===== src/rtl/sse_pkg.sv =====
// Shared types, codes and constants of the sorted set engine.
package sse_pkg;

	localparam int CAPACITY_DEF = 16;
	localparam int VALUE_W      = 32;
	localparam int OPCODE_W     = 2;
	localparam int STATUS_W     = 2;
	localparam int COUNT_W      = 5;

	localparam logic [OPCODE_W-1:0] OP_SEARCH = 2'd0;
	localparam logic [OPCODE_W-1:0] OP_INSERT = 2'd1;
	localparam logic [OPCODE_W-1:0] OP_DELETE = 2'd2;

	localparam logic [STATUS_W-1:0] STAT_DONE     = 2'd0;
	localparam logic [STATUS_W-1:0] STAT_NOCHANGE = 2'd1;
	localparam logic [STATUS_W-1:0] STAT_FULL     = 2'd2;

	typedef logic signed [VALUE_W-1:0] value_t;

	// Command broadcast to every cell of the row.
	typedef struct packed {
		logic cmp;
		logic ins;
		logic del;
	} cell_cmd_t;

	typedef enum logic [1:0] {
		ST_IDLE,
		ST_CMP,
		ST_UPD,
		ST_RSP
	} state_t;

endpackage


===== src/rtl/sse_if.sv =====
// Valid/ready channel interfaces for requests and responses of the sorted set engine.
interface sse_req_if;
	import sse_pkg::*;

	logic                valid;
	logic                ready;
	logic [OPCODE_W-1:0] opcode;
	value_t              value;

	modport source (output valid, output opcode, output value, input ready);
	modport sink (input valid, input opcode, input value, output ready);
endinterface

interface sse_rsp_if;
	import sse_pkg::*;

	logic                valid;
	logic                ready;
	logic                found;
	logic [STATUS_W-1:0] status;
	logic [COUNT_W-1:0]  entry_count;

	modport source (output valid, output found, output status, output entry_count, input ready);
	modport sink (input valid, input found, input status, input entry_count, output ready);
endinterface


===== src/rtl/sse_cell.sv =====
// One storage cell of the sorted row: holds a key, compares it and shifts with its neighbors.
module sse_cell (
	input  logic               clk,
	input  sse_pkg::cell_cmd_t cmd,
	input  sse_pkg::value_t    key,
	input  logic               active,
	input  logic               left_less,
	input  sse_pkg::value_t    left_value,
	input  sse_pkg::value_t    right_value,
	output sse_pkg::value_t    value,
	output logic               less,
	output logic               eq
);
	import sse_pkg::*;

	value_t value_q;
	logic   less_q;
	logic   eq_q;

	// Only cells below the fill count take part in a compare.
	always_ff @(posedge clk) begin
		if (cmd.cmp) begin
			less_q <= active && (value_q < key);
			eq_q   <= active && (value_q == key);
		end
	end

	// Cells at or above the key position open a gap on insert and close it on delete.
	always_ff @(posedge clk) begin
		if (cmd.ins && !less_q) begin
			value_q <= left_less ? key : left_value;
		end else if (cmd.del && !less_q) begin
			value_q <= right_value;
		end
	end

	assign value = value_q;
	assign less  = less_q;
	assign eq    = eq_q;

endmodule


===== src/rtl/sorted_set_engine_top.sv =====
// Top level of the sorted set engine: request control and the row of storage cells.
//
// The engine keeps a set of distinct signed 32-bit keys in ascending order in a row
// of CAPACITY cells. Requests arrive on the req channel (opcode, value) and each one
// yields exactly one response item on the rsp channel (found, status, entry_count).
// Opcode 0 searches, 1 inserts, 2 deletes; the unused code 3 behaves as a search.
// An insert of a key already present reports no change, and an insert into a full
// set is rejected with the full status.
// The request is latched at the edge that accepts it. In the compare state every cell
// compares its key against the broadcast value, in the update state the row shifts
// right (insert) or left (delete) around the key position and the response is
// registered, and in the response state the response is valid. The compare-then-shift
// sequence through the cell row sets the pace: one item is in flight at a time, and
// a new request is accepted only once the previous response has been taken.
// The response stays valid and unchanged while the receiver holds ready low, and no
// new request is accepted until it is taken.
// Reset empties the set and the control; cell contents are not cleared, since only
// cells below the fill count are ever looked at.
module sorted_set_engine_top #(
	parameter int CAPACITY = sse_pkg::CAPACITY_DEF
) (
	input  logic      clk,
	input  logic      arst_n,
	sse_req_if.sink   req,
	sse_rsp_if.source rsp
);
	import sse_pkg::*;

	localparam int CNT_W = $clog2(CAPACITY + 1);

	state_t                state_q;
	state_t                state_d;
	logic [OPCODE_W-1:0]   op_q;
	value_t                key_q;
	logic [CNT_W-1:0]      count_q;
	logic [CNT_W-1:0]      count_d;
	logic                  found_q;
	logic                  found_d;
	logic [STATUS_W-1:0]   status_q;
	logic [STATUS_W-1:0]   status_d;
	cell_cmd_t             cmd;
	logic                  hit;
	logic                  full;
	logic [31:0]           count_ext;

	value_t                cell_val  [CAPACITY];
	logic [CAPACITY-1:0]   cell_less;
	logic [CAPACITY-1:0]   cell_eq;

	// The row of cells. Each cell sees the less flag and key of its left neighbor
	// and the key of its right neighbor.
	for (genvar i = 0; i < CAPACITY; i++) begin : g_cell
		localparam logic [CNT_W-1:0] CELL_IDX = CNT_W'(i);
		logic   left_less;
		value_t left_value;
		value_t right_value;

		if (i == 0) begin : g_first
			assign left_less  = 1'b1;
			assign left_value = key_q;
		end else begin : g_mid
			assign left_less  = cell_less[i-1];
			assign left_value = cell_val[i-1];
		end

		if (i == CAPACITY - 1) begin : g_last
			assign right_value = cell_val[i];
		end else begin : g_inner
			assign right_value = cell_val[i+1];
		end

		sse_cell u_cell (
			.clk         (clk),
			.cmd         (cmd),
			.key         (key_q),
			.active      (CELL_IDX < count_q),
			.left_less   (left_less),
			.left_value  (left_value),
			.right_value (right_value),
			.value       (cell_val[i]),
			.less        (cell_less[i]),
			.eq          (cell_eq[i])
		);
	end

	assign hit  = |cell_eq;
	assign full = (count_q == CNT_W'(CAPACITY));

	always_ff @(posedge clk or negedge arst_n) begin
		if (!arst_n) begin
			state_q <= ST_IDLE;
			count_q <= '0;
		end else begin
			state_q <= state_d;
			count_q <= count_d;
		end
	end

	always_ff @(posedge clk) begin
		if (req.valid && req.ready) begin
			op_q  <= req.opcode;
			key_q <= req.value;
		end
		if (state_q == ST_UPD) begin
			found_q  <= found_d;
			status_q <= status_d;
		end
	end

	// Next state, cell commands and the response of the current item.
	always_comb begin
		state_d  = state_q;
		count_d  = count_q;
		cmd      = '0;
		found_d  = hit;
		status_d = hit ? STAT_DONE : STAT_NOCHANGE;

		unique case (state_q)
			ST_IDLE: begin
				if (req.valid) begin
					state_d = ST_CMP;
				end
			end
			ST_CMP: begin
				cmd.cmp = 1'b1;
				state_d = ST_UPD;
			end
			ST_UPD: begin
				state_d = ST_RSP;
				priority if (op_q == OP_INSERT) begin
					priority if (hit) begin
						status_d = STAT_NOCHANGE;
					end else if (full) begin
						status_d = STAT_FULL;
					end else begin
						cmd.ins  = 1'b1;
						count_d  = count_q + CNT_W'(1);
						status_d = STAT_DONE;
					end
				end else if (op_q == OP_DELETE) begin
					if (hit) begin
						cmd.del  = 1'b1;
						count_d  = count_q - CNT_W'(1);
						status_d = STAT_DONE;
					end else begin
						status_d = STAT_NOCHANGE;
					end
				end else begin
					status_d = hit ? STAT_DONE : STAT_NOCHANGE;
				end
			end
			ST_RSP: begin
				if (rsp.ready) begin
					state_d = ST_IDLE;
				end
			end
			default: begin
				state_d = ST_IDLE;
			end
		endcase
	end

	// The reported count wraps to the width of the response field.
	assign count_ext = 32'(count_q);

	assign req.ready       = (state_q == ST_IDLE);
	assign rsp.valid       = (state_q == ST_RSP);
	assign rsp.found       = found_q;
	assign rsp.status      = status_q;
	assign rsp.entry_count = count_ext[COUNT_W-1:0];

endmodule


===== src/flat_wrapper.sv =====
// flat-port wrapper written by rule: the top's interface ports become plain ports
module sorted_set_engine_top_flat import sse_pkg::*;
#(
	parameter int CAPACITY = sse_pkg::CAPACITY_DEF
)
  (clk, arst_n, req_valid, req_opcode, req_value, req_ready, rsp_valid, rsp_found, rsp_status, rsp_entry_count, rsp_ready);
  sse_req_if req_i ();
  sse_rsp_if rsp_i ();
  input  logic clk;
  input  logic arst_n;
  input wire logic [$bits(req_i.valid)-1:0] req_valid;
  input wire logic [$bits(req_i.opcode)-1:0] req_opcode;
  input wire logic [$bits(req_i.value)-1:0] req_value;
  output wire logic [$bits(req_i.ready)-1:0] req_ready;
  output wire logic [$bits(rsp_i.valid)-1:0] rsp_valid;
  output wire logic [$bits(rsp_i.found)-1:0] rsp_found;
  output wire logic [$bits(rsp_i.status)-1:0] rsp_status;
  output wire logic [$bits(rsp_i.entry_count)-1:0] rsp_entry_count;
  input wire logic [$bits(rsp_i.ready)-1:0] rsp_ready;
  assign req_i.valid = req_valid;
  assign req_i.opcode = req_opcode;
  assign req_i.value = req_value;
  assign req_ready = req_i.ready;
  assign rsp_valid = rsp_i.valid;
  assign rsp_found = rsp_i.found;
  assign rsp_status = rsp_i.status;
  assign rsp_entry_count = rsp_i.entry_count;
  assign rsp_i.ready = rsp_ready;
  sorted_set_engine_top #(.CAPACITY(CAPACITY)) u_core (.clk(clk), .arst_n(arst_n), .req(req_i), .rsp(rsp_i));
endmodule

===== config.mk =====
export PLATFORM = sky130hd
export DESIGN_NAME = sorted_set_engine_top_flat
export DESIGN_NICKNAME = d
export VERILOG_FILES = /design/src/rtl/sse_pkg.sv /design/src/rtl/sse_if.sv /design/src/rtl/sse_cell.sv /design/src/rtl/sorted_set_engine_top.sv /design/src/flat_wrapper.sv
export SDC_FILE = /design/constraint.sdc
export NUM_CORES = 2
export LEC_CHECK = 0
export BUFFER_PORTS_ARGS = -buffer_cell sky130_fd_sc_hd__buf_2
export CORE_ASPECT_RATIO = 0.9
export CORE_MARGIN = 2
export CORE_UTILIZATION = 50
export DETAILED_ROUTE_END_ITERATION = 7
export PLACE_DENSITY = 0.66
export SLEW_MARGIN = 15
export SYNTH_ARGS = -nofsm -noshare
export SYNTH_HDL_FRONTEND = slang
export SYNTH_SLANG_ARGS = --single-unit

===== constraint.sdc =====
create_clock -name clk -period 4.6 [get_ports clk]
set_input_delay 0.23 -clock clk [delete_from_list [all_inputs] [get_ports clk]]
set_output_delay 0.23 -clock clk [all_outputs]
set_load 0.1 [all_outputs]

==> results.md <==
Synthesis:
- The sequential cell area fraction in the yosys report is 0.441.
- In the post-synthesis netlist, the biggest area contributors are sky130_fd_sc_hd__edfxtp_1 (44%), sky130_fd_sc_hd__ha_1 (16%), sky130_fd_sc_hd__mux2i_1 (11%).
- Yosys printed 0 warnings.
- The share of synthesized registers carrying an async set or reset is 0.0119.
- The dominant cell type by area after synthesis is sky130_fd_sc_hd__edfxtp_1.
- Dividing the synthesized area by the synthesized cell count gives 10.8 µm².
- In the synthesized netlist, the number of instances is about 3700.
- The number of flip-flops and latches in the synthesized netlist is 588.
- The portion of synthesized cell area occupied by the leading cell type is 0.436.
- The number of enable-type register cells in the synthesized netlist is 581.
- The netlist uses 62 different library cells.
- The cell area after synthesis is 40000 µm².
- In the synthesized netlist the dominant register cell turns out to be sky130_fd_sc_hd__edfxtp_1.
- The synthesized net count is 4280.

Floorplanning:
- The horizontal extent of the die is 302 µm.
- The initial core utilization is 0.504.
- In this run the standard cell core region covers 79300 µm².
- The die covers 82200 µm².
- The die outline height is 272 µm.
- The floorplan has 98 rows.
- During I/O placement, the number of pins put on the boundary was between 40 and 50.

Worst setup path:
- The peak per-stage delay on the critical path is approximately 0.7 ns.
- The arrival time reported for the critical path endpoint is 4.02 ns.
- The path depth of the worst reg2reg path is 8.
- In this run the critical register-to-register path is launched from u_core.g_cell[5].u_cell.eq$_DFFE_PN_.
- The startpoint class of the critical path is a flop.
- Among all stages on the critical path, the largest delay is contributed by sky130_fd_sc_hd__nor4_1.
- The critical path starts at u_core.g_cell[5].u_cell.eq$_DFFE_PN_.
- Walking the worst path, the cells encountered are nor4_1 -> nand4_1 -> clkinv_1 -> nand4_1 -> o31a_1 -> buf_4 -> nor2_4 -> buf_4.
- In this run the number of cells on the critical path is 8.
- The buffer and inverter count on the worst path is 3.
- The top fanout value on the critical path is 16.
- The endpoint type of the worst setup path is a flop.
- The cell family contributing the most delay on the critical path is simple AND/OR/NAND/NOR gates.
- STA puts the critical path data required time at 4.92 ns.
- The critical path start-end classification is reg2reg.

STA:
- Clock skew on the completed layout was measured at 0.0230 ns.
- The final number of max-transition violations is 0.
- Setup repair after global routing left no endpoint under its margin.
- The worst slew margin relative to its limit is 0.201.
- In the final timing run, aggregate negative setup slack is 0 ns.
- The hold violation total from the final report came to 0.
- The post-route clock period utilization is 0.803.
- The highest attainable clock frequency is 0.271 GHz.
- The slew at the pin closest to its max-slew limit is 1.20 ns.
- The total of endpoints with negative setup slack in the final report is 0.
- The shortest clock period the worst path allows after layout is 3.69 ns.

Detailed routing:
- The final wirelength is 113000 µm.
- The total DRC errors in the routed layout is 0.
- The sum of met2 wire segment lengths after detailed routing is around 49000 µm.
- The detail route stage leaves a number of antenna-violating nets equal to 0.
- The detailed router put a total of 52700 µm of wire on met1.
- In this run, the number of DRC markers left after iteration 0 of detailed routing was roughly 2900.
- The routed layout has 30200 vias.
- The sum of met3 wire segment lengths after detailed routing is 7890 µm.
- The first detailed-routing pass took 6 iterations.
- After detailed routing, no signal wire sits above met4.
- The average via count per standard cell is 6.25.
- The routed wire length per instance is 23.3 µm.

Placed design:
- Input and output buffers added on the ports amount to between 40 and 50.
- Routability-driven placement finished with a final weighted congestion of 0.885.
- Detailed placement finished with a half-perimeter wire length of 82900 µm.
- Counting tap cells, the placed design contains a total of roughly 4700 instances.

Global route:
- The pin count of the biggest net entering global routing is 65.
- Across every metal layer, demand over resource in global routing totals 0.272.
- The number of antenna violations at the first check in global routing is 1.
- After global routing the overflow that remains totals 0.
- The number of global-route vias before repair is around 30000.
- The global-route wire length before repair is 174000 µm.

Power and ir drop:
- The worst voltage drop across the vdd grid is 0.800 mV.
- The static power due to leakage is around 0.018 µW.
- In this run the power density over the cells is 423 nW/µm².
- The post-layout total power is 18500 µW.

Min path:
- The class of the tightest hold or removal check is in2reg.
- The start point of the worst hold path is rsp_ready.
- Counting instances, the worst hold path has a depth of 3.

Clock network:
- The later-pin clock latency in the skew report is 0.63 ns.
- In this run the clock root is driven by a sky130_fd_sc_hd__clkbuf_16.
- The clock-pin slew reported for the worst setup and hold paths after clock tree synthesis is 0.06 ns.
- The maximum number of buffers from clock root to sink is 3.
- The total CTS buffers is between 60 and 70.
- Counting every sink on the clock net gives 588.
- The number of levels in the clock H-tree is 3.
- The clock tree from TritonCTS is yes.

Final layout:
- The finished layout holds roughly 4800 standard cells, fillers aside.
- At the end of the flow, the number of nets in the layout was between 4000 and 5000.
- Leaving out fill and tap cells, the most frequent cells in the layout are sky130_fd_sc_hd__a21oi_1 (643), sky130_fd_sc_hd__edfxtp_1 (581), sky130_fd_sc_hd__ha_1 (523).
- The antenna diode count is 0.
- In the final layout, the share of cells above drive strength 1 is 0.0836.
- The library cell used most frequently in the layout, excluding fill and tap cells, is sky130_fd_sc_hd__a21oi_1.
- The area growth from synthesis to layout is 9.10%.

Run:
- The tool flagged a number of max-cap violations equal to 0.

Outcome:
- The run finished with clean final reports.
[final cells by class]
class                   instances  area, µm²
clock buffers                  92       1890
clock inverters                23        125
fillers                      6928      35700
inverters                      72        270
multi-input cells            2836      21100
flip-flops and latches        588      17600
well taps                    1050       1310
repair buffers                168       1300
[synth_stat cells (5+ instances only)]
master,instances
sky130_fd_sc_hd__a221oi_1,22
sky130_fd_sc_hd__buf_2,61
sky130_fd_sc_hd__inv_1,71
sky130_fd_sc_hd__nand2_1,128
sky130_fd_sc_hd__mux2_2,63
sky130_fd_sc_hd__nor3_1,32
sky130_fd_sc_hd__and4_1,32
sky130_fd_sc_hd__buf_6,25
sky130_fd_sc_hd__a21o_1,50
sky130_fd_sc_hd__a21oi_1,643
sky130_fd_sc_hd__o21ai_0,73
sky130_fd_sc_hd__edfxtp_1,581
sky130_fd_sc_hd__nand3_1,33
sky130_fd_sc_hd__nor4_1,25
sky130_fd_sc_hd__buf_4,5
sky130_fd_sc_hd__nor2_1,508
sky130_fd_sc_hd__clkbuf_1,128
sky130_fd_sc_hd__ha_1,524
sky130_fd_sc_hd__and3_1,10
sky130_fd_sc_hd__a221o_1,5
sky130_fd_sc_hd__a31oi_1,7
sky130_fd_sc_hd__nand2b_1,5
sky130_fd_sc_hd__or3_1,8
sky130_fd_sc_hd__nor2_8,8
sky130_fd_sc_hd__o21a_1,16
sky130_fd_sc_hd__mux2i_1,454
sky130_fd_sc_hd__dfrtp_1,7
sky130_fd_sc_hd__a21boi_0,7
sky130_fd_sc_hd__o211ai_1,13
sky130_fd_sc_hd__nor2b_1,23
sky130_fd_sc_hd__nand4_1,82
sky130_fd_sc_hd__nor2_2,7
[cells by family after synthesis]
family | count (synthesis) | share of synthesized area
simple gates | 916 | 0.107
buf+inv | 294 | 0.0347
xor+xnor | 5 | 0.00110
mux | 517 | 0.131
fa+ha+maj | 524 | 0.164
compound gates | 874 | 0.121
flops | 588 | 0.441
[where the power goes]
| group | switching [µW] | internal (µW) |
|---|---|---|
| combinational | 3640 | 2380 |
| clock | 2290 | 2910 |
| sequential | 761 | 6490 |
[stage by stage]
| step | util | hold slack, ns | worst slack [ns] | area, µm² |
|---|---|---|---|---|
| finish | 0.550 | 0.0363 | 0.907 | 43600 |
| global route | 0.550 | 0.0510 | 0.676 | 43600 |
| CTS | 0.550 | 0.00200 | 0.929 | 43600 |
| detailed placement | 0.520 | 0.168 | 0.934 | 41200 |
| global placement | 0.520 | 0.169 | 0.976 | 41200 |
| floorplan | - | -0.0656 | 0.315 | 40000 |
[metal layers]
metal / track usage / vias to the layer above
met5: 0 / -
met4: 0.0771 / 0
met3: 0.0434 / 178
met2: 0.411 / 1006
met1: 0.403 / 14900
li1: - / 14100
[worst min-delay path, delay by kind of cell]
family	cells	cell delay, ns
AO/OA/AOI/OAI	1	0.15
buffers and inverters	1	0.10
AND/OR/NAND/NOR	1	0.15
[registers in the layout (all words and copies together) (netlist names)]
register,count
u_core.rsp.status,2
u_core.g_cell.u_cell.eq,16
u_core.state_q,2
u_core.g_cell.left_value,32
u_core.op_q,2
u_core.g_cell.u_cell.value,512
u_core.rsp.entry_count,5
u_core.rsp.found,1
u_core.g_cell.u_cell.less,16
[timing repair]
item	CTS	global route
endpoints found under the hold margin	42	0
hold buffers	36	0
setup buffers	0	0
gates resized for setup	0	0
[final timing paths]
| kind | to | slack [ns] |
|---|---|---|
| max in group asynchronous | u_core.state_q[1]$_DFFE_PN0P_ | 4.20 |
| worst min-delay path | u_core.state_q[0]$_DFFE_PN0P_ | 0.04 |
| worst min register to register | u_core.state_q[0]$_DFFE_PN0P_ | 0.57 |
| min in group asynchronous | u_core.rsp.entry_count[1]$_DFFE_PN0P_ | 0.08 |
| worst max register to register | u_core.g_cell[13].u_cell.value[21]$_DFFE_PP_ | 0.91 |
| worst max-delay path | u_core.g_cell[13].u_cell.value[21]$_DFFE_PP_ | 0.91 |
Note: power is estimated with default switching activity, not from simulation.
